**src/hw/rtl/frx_pkg.sv**
```systemverilog
// Package for the frame receiver register map.
// Holds the sizes, the header and length limits, the access codes and the event codes.
// Depends on nothing.
package frx_pkg;

  localparam int RegCount  = 32;
  localparam int MaxFrame  = 44;
  localparam int MinFrame  = 8;
  localparam int RegAddrW  = (RegCount > 1) ? $clog2(RegCount) : 1;

  localparam logic [7:0] HeaderByte = 8'hAA;

  // Byte positions inside a frame: header 0, length 1, address 2, data 3 to 6.
  localparam logic [5:0] IdxLen      = 6'd1;
  localparam logic [5:0] IdxAddr     = 6'd2;
  localparam logic [5:0] IdxDataLow  = 6'd3;
  localparam logic [5:0] IdxDataHigh = 6'd6;

  typedef enum logic [1:0] {
    ActByte  = 2'd0,
    ActRead  = 2'd1,
    ActQuery = 2'd2
  } action_e;

  typedef enum logic [2:0] {
    EvNone    = 3'd0,
    EvWritten = 3'd1,
    EvSumBad  = 3'd2,
    EvLenBad  = 3'd3,
    EvAddrBad = 3'd4
  } event_e;

endpackage

```
**src/hw/rtl/frame_receiver_register_map.sv**
```systemverilog
// Frame receiver with a register map: byte parser, register file, new-data flags.
// Depends on frx_pkg.
//
//  channel | direction | handshake                 | payload
//  --------+-----------+---------------------------+---------------------------------------
//  in      | input     | in_valid_i / in_stall_o   | action_i, rx_byte_i, reg_addr_i
//  out     | output    | out_valid_o / out_stall_i | read_word_o, new_flag_o,
//          |           |                           | frame_event_o, event_addr_o
//
// One beat is accepted and one result is produced per cycle while the output is not stalled.
// A beat is captured in the input register and handled once the result register is free:
// the parser step and the register file access lie between the input and result
// registers, and the outcome is loaded into the result register, from which it is taken.
// Reset clears the parser, the whole register file and every new-data flag at once, so
// no clearing pass is needed and beats are taken from the first cycle after reset.
// A stall on the output holds the result register; the input register keeps accepting
// until it too is full, and only then is in_stall_o raised.
module frame_receiver_register_map
  import frx_pkg::*;
(
  input  logic        clk_i,
  input  logic        rst_ni,
  input  logic        in_valid_i,
  output logic        in_stall_o,
  input  logic [1:0]  action_i,
  input  logic [7:0]  rx_byte_i,
  input  logic [7:0]  reg_addr_i,
  output logic        out_valid_o,
  input  logic        out_stall_i,
  output logic [31:0] read_word_o,
  output logic        new_flag_o,
  output logic [2:0]  frame_event_o,
  output logic [7:0]  event_addr_o
);

  typedef enum logic [1:0] {
    PhHunt,
    PhLen,
    PhAddr,
    PhBody
  } phase_e;

  // Input register.
  logic       in_full_q;
  logic [1:0] action_q;
  logic [7:0] rx_byte_q;
  logic [7:0] reg_addr_q;

  // Parser state.
  phase_e      phase_q, phase_d;
  logic [5:0]  byte_index_q, byte_index_d;
  logic [5:0]  frame_length_q, frame_length_d;
  logic [7:0]  frame_addr_q, frame_addr_d;
  logic [31:0] data_word_q, data_word_d;
  logic [7:0]  running_sum_q, running_sum_d;

  // Register file and new-data flags, cleared by reset.
  logic [31:0] regs_q [RegCount];
  logic [RegCount-1:0] fresh_q;

  // Result register.
  logic        out_full_q;
  logic [31:0] read_word_q, read_word_d;
  logic        new_flag_q, new_flag_d;
  logic [2:0]  frame_event_q, frame_event_d;
  logic [7:0]  event_addr_q, event_addr_d;

  logic                out_free;
  logic                fire;
  logic                reg_wr;
  logic                flag_clr;
  logic [RegAddrW-1:0] wr_idx;
  logic [RegAddrW-1:0] rd_idx;
  logic                rd_in_range;
  logic                frame_in_range;
  logic [6:0]          next_pos;
  logic [1:0]          lane;

  // The result register is free when it is empty or is being drained this cycle.
  assign out_free   = !out_full_q || !out_stall_i;
  assign fire       = in_full_q && out_free;
  assign in_stall_o = in_full_q && !out_free;

  assign rd_in_range    = {1'b0, reg_addr_q} < 9'(RegCount);
  assign frame_in_range = {1'b0, frame_addr_q} < 9'(RegCount);
  assign rd_idx         = rd_in_range ? reg_addr_q[RegAddrW-1:0] : '0;
  assign wr_idx         = frame_addr_q[RegAddrW-1:0];
  assign next_pos       = {1'b0, byte_index_q} + 7'd1;
  assign lane           = 2'(byte_index_q - IdxDataLow);

  always_comb begin
    phase_d        = phase_q;
    byte_index_d   = byte_index_q;
    frame_length_d = frame_length_q;
    frame_addr_d   = frame_addr_q;
    data_word_d    = data_word_q;
    running_sum_d  = running_sum_q;
    read_word_d    = '0;
    new_flag_d     = 1'b0;
    frame_event_d  = EvNone;
    event_addr_d   = '0;
    reg_wr         = 1'b0;
    flag_clr       = 1'b0;

    case (action_q)
      ActByte: begin
        unique case (phase_q)
          PhHunt: begin
            if (rx_byte_q == HeaderByte) begin
              phase_d       = PhLen;
              byte_index_d  = IdxLen;
              data_word_d   = '0;
              running_sum_d = '0;
              frame_addr_d  = '0;
            end
          end
          PhLen: begin
            if (rx_byte_q < 8'(MinFrame) || rx_byte_q > 8'(MaxFrame)) begin
              frame_event_d = EvLenBad;
              phase_d       = PhHunt;
              byte_index_d  = '0;
            end else begin
              frame_length_d = rx_byte_q[5:0];
              running_sum_d  = rx_byte_q;
              byte_index_d   = IdxAddr;
              phase_d        = PhAddr;
            end
          end
          PhAddr: begin
            frame_addr_d  = rx_byte_q;
            running_sum_d = running_sum_q + rx_byte_q;
            byte_index_d  = IdxDataLow;
            phase_d       = PhBody;
          end
          PhBody: begin
            if (next_pos >= {1'b0, frame_length_q}) begin
              // Checksum byte closes the frame whatever its outcome.
              if (rx_byte_q != running_sum_q) begin
                frame_event_d = EvSumBad;
              end else if (frame_in_range) begin
                reg_wr        = 1'b1;
                frame_event_d = EvWritten;
              end else begin
                frame_event_d = EvAddrBad;
              end
              event_addr_d = frame_addr_q;
              phase_d      = PhHunt;
              byte_index_d = '0;
            end else begin
              if (byte_index_q >= IdxDataLow && byte_index_q <= IdxDataHigh) begin
                data_word_d[8*lane +: 8] = rx_byte_q;
                if (byte_index_q == IdxDataLow) begin
                  running_sum_d = running_sum_q + rx_byte_q;
                end
              end
              byte_index_d = next_pos[5:0];
            end
          end
          default: begin
            phase_d      = PhHunt;
            byte_index_d = '0;
          end
        endcase
      end
      ActRead: begin
        read_word_d = regs_q[rd_idx];
        new_flag_d  = rd_in_range && fresh_q[rd_idx];
        flag_clr    = rd_in_range;
      end
      ActQuery: begin
        new_flag_d = rd_in_range && fresh_q[rd_idx];
      end
      default: begin
        // Unused code: no state change and an all-zero result.
      end
    endcase
  end

  always_ff @(posedge clk_i or negedge rst_ni) begin
    if (!rst_ni) begin
      in_full_q      <= 1'b0;
      out_full_q     <= 1'b0;
      phase_q        <= PhHunt;
      byte_index_q   <= '0;
      frame_length_q <= '0;
      frame_addr_q   <= '0;
      data_word_q    <= '0;
      running_sum_q  <= '0;
      fresh_q        <= '0;
      for (int i = 0; i < RegCount; i++) begin
        regs_q[i] <= '0;
      end
    end else begin
      if (!in_stall_o) begin
        in_full_q <= in_valid_i;
      end
      if (out_free) begin
        out_full_q <= fire;
      end
      if (fire) begin
        phase_q        <= phase_d;
        byte_index_q   <= byte_index_d;
        frame_length_q <= frame_length_d;
        frame_addr_q   <= frame_addr_d;
        data_word_q    <= data_word_d;
        running_sum_q  <= running_sum_d;
        if (reg_wr) begin
          regs_q[wr_idx]  <= data_word_q;
          fresh_q[wr_idx] <= 1'b1;
        end
        if (flag_clr) begin
          fresh_q[rd_idx] <= 1'b0;
        end
      end
    end
  end

  // Payload registers carry no reset.
  always_ff @(posedge clk_i) begin
    if (in_valid_i && !in_stall_o) begin
      action_q   <= action_i;
      rx_byte_q  <= rx_byte_i;
      reg_addr_q <= reg_addr_i;
    end
    if (fire) begin
      read_word_q   <= read_word_d;
      new_flag_q    <= new_flag_d;
      frame_event_q <= frame_event_d;
      event_addr_q  <= event_addr_d;
    end
  end

  assign out_valid_o   = out_full_q;
  assign read_word_o   = read_word_q;
  assign new_flag_o    = new_flag_q;
  assign frame_event_o = frame_event_q;
  assign event_addr_o  = event_addr_q;

endmodule

```
**config.mk**
```make
export PLATFORM = sky130hd
export DESIGN_NAME = frame_receiver_register_map
export DESIGN_NICKNAME = d
export VERILOG_FILES = /design/src/hw/rtl/frx_pkg.sv /design/src/hw/rtl/frame_receiver_register_map.sv
export SDC_FILE = /design/constraint.sdc
export NUM_CORES = 2
export LEC_CHECK = 0
export ABC_AREA = 1
export BUFFER_PORTS_ARGS = -buffer_cell sky130_fd_sc_hd__buf_2
export CORE_MARGIN = 2
export CORE_UTILIZATION = 40
export DETAILED_ROUTE_END_ITERATION = 7
export GPL_TIMING_DRIVEN = 1
export HOLD_SLACK_MARGIN = 0.05
export MAX_ROUTING_LAYER = met4
export PLACE_DENSITY_LB_ADDON = 0.3
export RECOVER_POWER = 50
export SLEW_MARGIN = 10
export SYNTH_ARGS = -nofsm -noshare
export SYNTH_HDL_FRONTEND = slang
export SYNTH_SLANG_ARGS = --single-unit
```
**constraint.sdc**
```tcl
create_clock -name clk_i -period 7.4 [get_ports clk_i]
set_input_delay 1.48 -clock clk_i [delete_from_list [all_inputs] [get_ports clk_i]]
set_output_delay 1.48 -clock clk_i [all_outputs]
set_load 0.01 [all_outputs]
```
# After elaboration in Yosys (flattened, before gate mapping)
# Index checks and enable logic that the tools add are counted.
# op_classes
n_eq_ne,14
n_mux,47
addsub,4
bitwise_logic,6
reduce_logical,27
order_cmp,14
n_shift,2
# ops
cell,count
$bwmux W1024,1
$mux W32,9
$bmux W32 S5,1
$demux W32 S5,1
$pmux W32 S2,1
$mux W8,5
$neg A5 Y34,1
$shift A8 B34 Y32 const A,1
$shiftx A8 B34 Y32,1
$and A32 B32 Y32,1
$bwmux W32,1
$not A32 Y32,1
$or A32 B32 Y32,1
$pmux W8 S4,1
$pmux W6 S4,1
$lt A8 B6 Y1 const B,2
$pmux W8 S2,1
$ge A6 B6 Y1 const B,2
$lt A5 B6 Y1 const B,2
$mux W6,2
$ne A2 B2 Y1 const B,6
$not A5 Y6,2
$reduce_and A4 Y1,3
$demux W1 S5,2
other kinds (33),65
# totals
regBits,1182
word_cells,162
inputBits,22
out_inout_bits,46

# Logic depth before layout (Yosys ltp)
# logic_depth
word_depth,10
ltp_mapped,18

# Worst setup path before layout
# OpenSTA, ideal clock, no wires.
# synth_timing
kind,input -> register
startpoint,input out_stall_i
endpoint,register event_addr_q[0] (netlist: event_addr_o[0]) (enable)
required_ns,6.974
stages,4
path_slack_ns,3.773
arrival_ns,3.202
path_cell_list,nand2_1 inv_2 nor2_4 clkbuf_1
# synth_via
elab_chain_cells,3
# synth_lines
item,line_no,source
"start, declared",frame_receiver_register_map.sv:29,"input logic out_stall_i,"
$logic_not A1 Y1,frame_receiver_register_map.sv:80,assign out_free = !out_full_q || !out_stall_i;
$logic_or A1 B1 Y1,frame_receiver_register_map.sv:80,
$logic_and A1 B1 Y1,frame_receiver_register_map.sv:81,assign fire = in_full_q && out_free;
via fire,frame_receiver_register_map.sv:69,logic fire;
"end signal, assigned",frame_receiver_register_map.sv:229,event_addr_q <= event_addr_d;
"end, declared",frame_receiver_register_map.sv:66,"logic [7:0] event_addr_q, event_addr_d;"
# The timed path passes the listed nets, and every way through them passes these cells.
# A chain may end at the register's enable or synchronous reset.

==> results.cfg <==
[run_status]
outcome = complete, but fails checks
violations = max-capacitance violations, max-slew violations

[global_routing]
first_global_vias = 52116
grt_first_pass_wirelength_mm = 324
antenna_found_initial = 4
grt_use_total_pct = 29.3
grt-ovfl-total = 0
grt_max_degree = 188

[sta]
max_freq_mhz = 185
setup_violations = 0
fin_ws_ns = 1.98
fin_crit_ns = 5.42
setup_tns_ns = 0
fin_skew_ns = 0.0241
rsz0062_at_grt = false
slew_viol_final = 831
post-route-period-util_pct = 73.2
report.final.hold_viol_count = 0
timing.slew.headroom_pct = -181
worstMarginPinSlew_ns = 4.22

[setup_path]
r2r-start = out_valid_o
cp_cell_sequence = buf_8 -> clkbuf_2
path_class = primary input to asynchronous set/reset pin
start_kind = primary input
reg2reg_slack_ns = 2.49
worstSetupStartpoint = rst_ni
cp-end-kind = asynchronous set/reset pin
path_delay_family = buffers and inverters
critical_path_cell_count = 2
worstPathArrival_ns = 5.33
slowest_delay_ns = 2.91
required_ns = 7.31
worstPathMaxFanout = 160
cpMaxStageDelayCell = clkbuf_2
r2r_cells = 6
worstSetupEndpoint = regs_q[227]
crit_buf_inv = 2
r2r-end = fresh_q[28]

[finish]
drive_gt1_share_pct = 6.00
syn_to_final_growth_pct = 9.84
fillCellCount = 14679
final_cell_area_um2 = 64000
postLayoutCoreUtil_pct = 44.1
fin_nets = 7792

[flow_run]
drv.max_cap_violation_count = 10

[min_path]
holdCritPathClass = flop to flop
hold_path_depth = 2

[power]
power_density_nw_per_um2 = 230
ir_drop_mv = 0.174
leakage_nw = 34.6

[synthesis]
synth_top_area_share_pct = 48.1
synth.distinct_cells = 39
ys_warn_count = 0
seq_area_frac_synth_pct = 51.3
synth_area_leaders = dfrtp_1 (48%), nand2_1 (26%), nand3_1 (10%)
ys_ff_latch = 1182
synthesis.area_um2 = 58200
avgSynthCellArea_um2 = 7.24
synth_nets = 8083
yosysTopAreaCell = dfrtp_1
synthCells = 8040

[drt]
vias = 53991
drc = 0
routed_via_density = 5.53
ant_nets = 0
first_iter_violations = 7032
routed_wirelength_mm = 210
wl_per_cell_um = 21.5
first_pass_iters = 6

[clock_network]
cts_resized = 0
clkTransAtPathRegs_ns = 0.06
ctsHoldBuffers = 0
cts_made_buffers = 132
clock_latency_ns = 0.79
cts_tree = done
cts_root_buffer = clkbuf_16
post-cts-setup-buffer-count = 0
h-tree-depth = 4
tritoncts_num_sinks = 1182
clk_path_buf_depth = 3

[floorplanning]
row_count = 140
start_util_pct = 40.1
io_pins = 68
die_area_um2 = 149000
die_w_um = 386
die_y_um = 386
coreArea_um2 = 145000

[place]
place_hpwl_mm = 116
port_buffers = 67
place_area_um2 = 59800
place.gp.congestion = 0.886
post-place-ws_ns = 2.56
flip-flops by register name, indices dropped and copies added, names as in the netlist, 2 cells and up, named ones only:
register and flops:
byte_index_q 6, running_sum_q 8, read_word_o 32, action_q 2
frame_addr_q 8, reg_addr_q 8, frame_length_q 6, event_addr_o 8
data_word_q 32, regs_q 1024, rx_byte_q 8, fresh_q 32
frame_event_o 3
cells in the final DEF, fill, tap and decap left out, types with 62 or more instances in the layout:
| cell type | n |
|---|---|
| a21oi_1 | 92 |
| buf_2 | 66 |
| buf_4 | 120 |
| clkbuf_16 | 137 |
| dfrtp_1 | 1118 |
| edfxtp_1 | 62 |
| inv_1 | 140 |
| nand2_1 | 4077 |
| nand3_1 | 1181 |
| nand4_1 | 116 |
| nor2_1 | 447 |
power by group:
| group | internal, W | leakage (nW) | switching [W] |
|---|---|---|---|
| combinational | 0.000269 | 16.4 | 0.00113 |
| sequential | 0.00663 | 16.1 | 0.000106 |
| clock | 0.00377 | 2.10 | 0.00279 |
| total | 0.0107 | 34.6 | 0.00403 |
worst min path at each step:
| stage | slack (ns) | from | endpoint |
|---|---|---|---|
| after floorplan | 0.44 | regs_q[653] | regs_q[653] |
| after CTS | 0.47 | regs_q[960] | regs_q[960] |
| final | 0.47 | regs_q[704] | regs_q[704] |
| after detailed placement | 0.46 | regs_q[698] | regs_q[698] |
| after global routing | 0.48 | regs_q[960] | regs_q[960] |
| after global placement | 0.45 | regs_q[652] | regs_q[652] |
layout make-up:
type	instances	area [um2]	area share, %
Antenna cell	2	5.00	0.00783
Multi-Input combinational cell	6071	25300	39.6
Clock buffer	201	3930	6.14
Tap cell	1917	2400	3.75
Clock inverter	36	313	0.489
Timing Repair Buffer	209	1530	2.39
Inverter	153	584	0.914
Sequential cell	1182	29900	46.7
kinds of logic after synthesis:
family                   count (synthesis)  synth area share (%)
AND/OR/NAND/NOR                       5892                  41.2
buffers and inverters                  787                  5.62
adder cells (fa/ha/maj)                 21                 0.464
AO/OA/AOI/OAI                          155                  1.38
flip-flops                            1182                  51.3
XOR/XNOR                                 3                0.0451
cells in the mapped netlist (all sizes together):
cell type	instances
ha	20
and3	1
xor2	2
nand2	4086
xnor2	1
buf	244
nor2	492
a21oi	93
nor4	2
a32oi	1
o22ai	3
clkbuf	390
inv	152
a21boi	1
nor3b	1
nor3	7
a31oi	1
nand4	116
edfxtp	62
o31ai	1
fa	1
clkinv	1
or2	4
a22oi	1
nand3	1183
dfrtp	1120
o21ai	50
o211ai	1
a21o	3
through the flow:
step | cells | total power, W | hold WS [ns]
final | 9771 | 0.0147 | 0.469
after global routing | 9771 | 0.0152 | 0.479
after CTS | 9769 | 0.0147 | 0.472
after detailed placement | 9532 | 0.00823 | 0.458
after global placement | 9532 | 0.00823 | 0.453
after floorplan | 8040 | 0.00758 | 0.442
layer usage:
layer  wire length, um  GRT usage [%]  vias to the layer above
met1             88700           39.8                    26294
met4              6650           9.52                        0
met3             20900           5.78                      389
met2             93700           43.8                     2634
met5                 0              -                        -
li1                  -              -                    24674
Power figures use the tool's default switching activity.
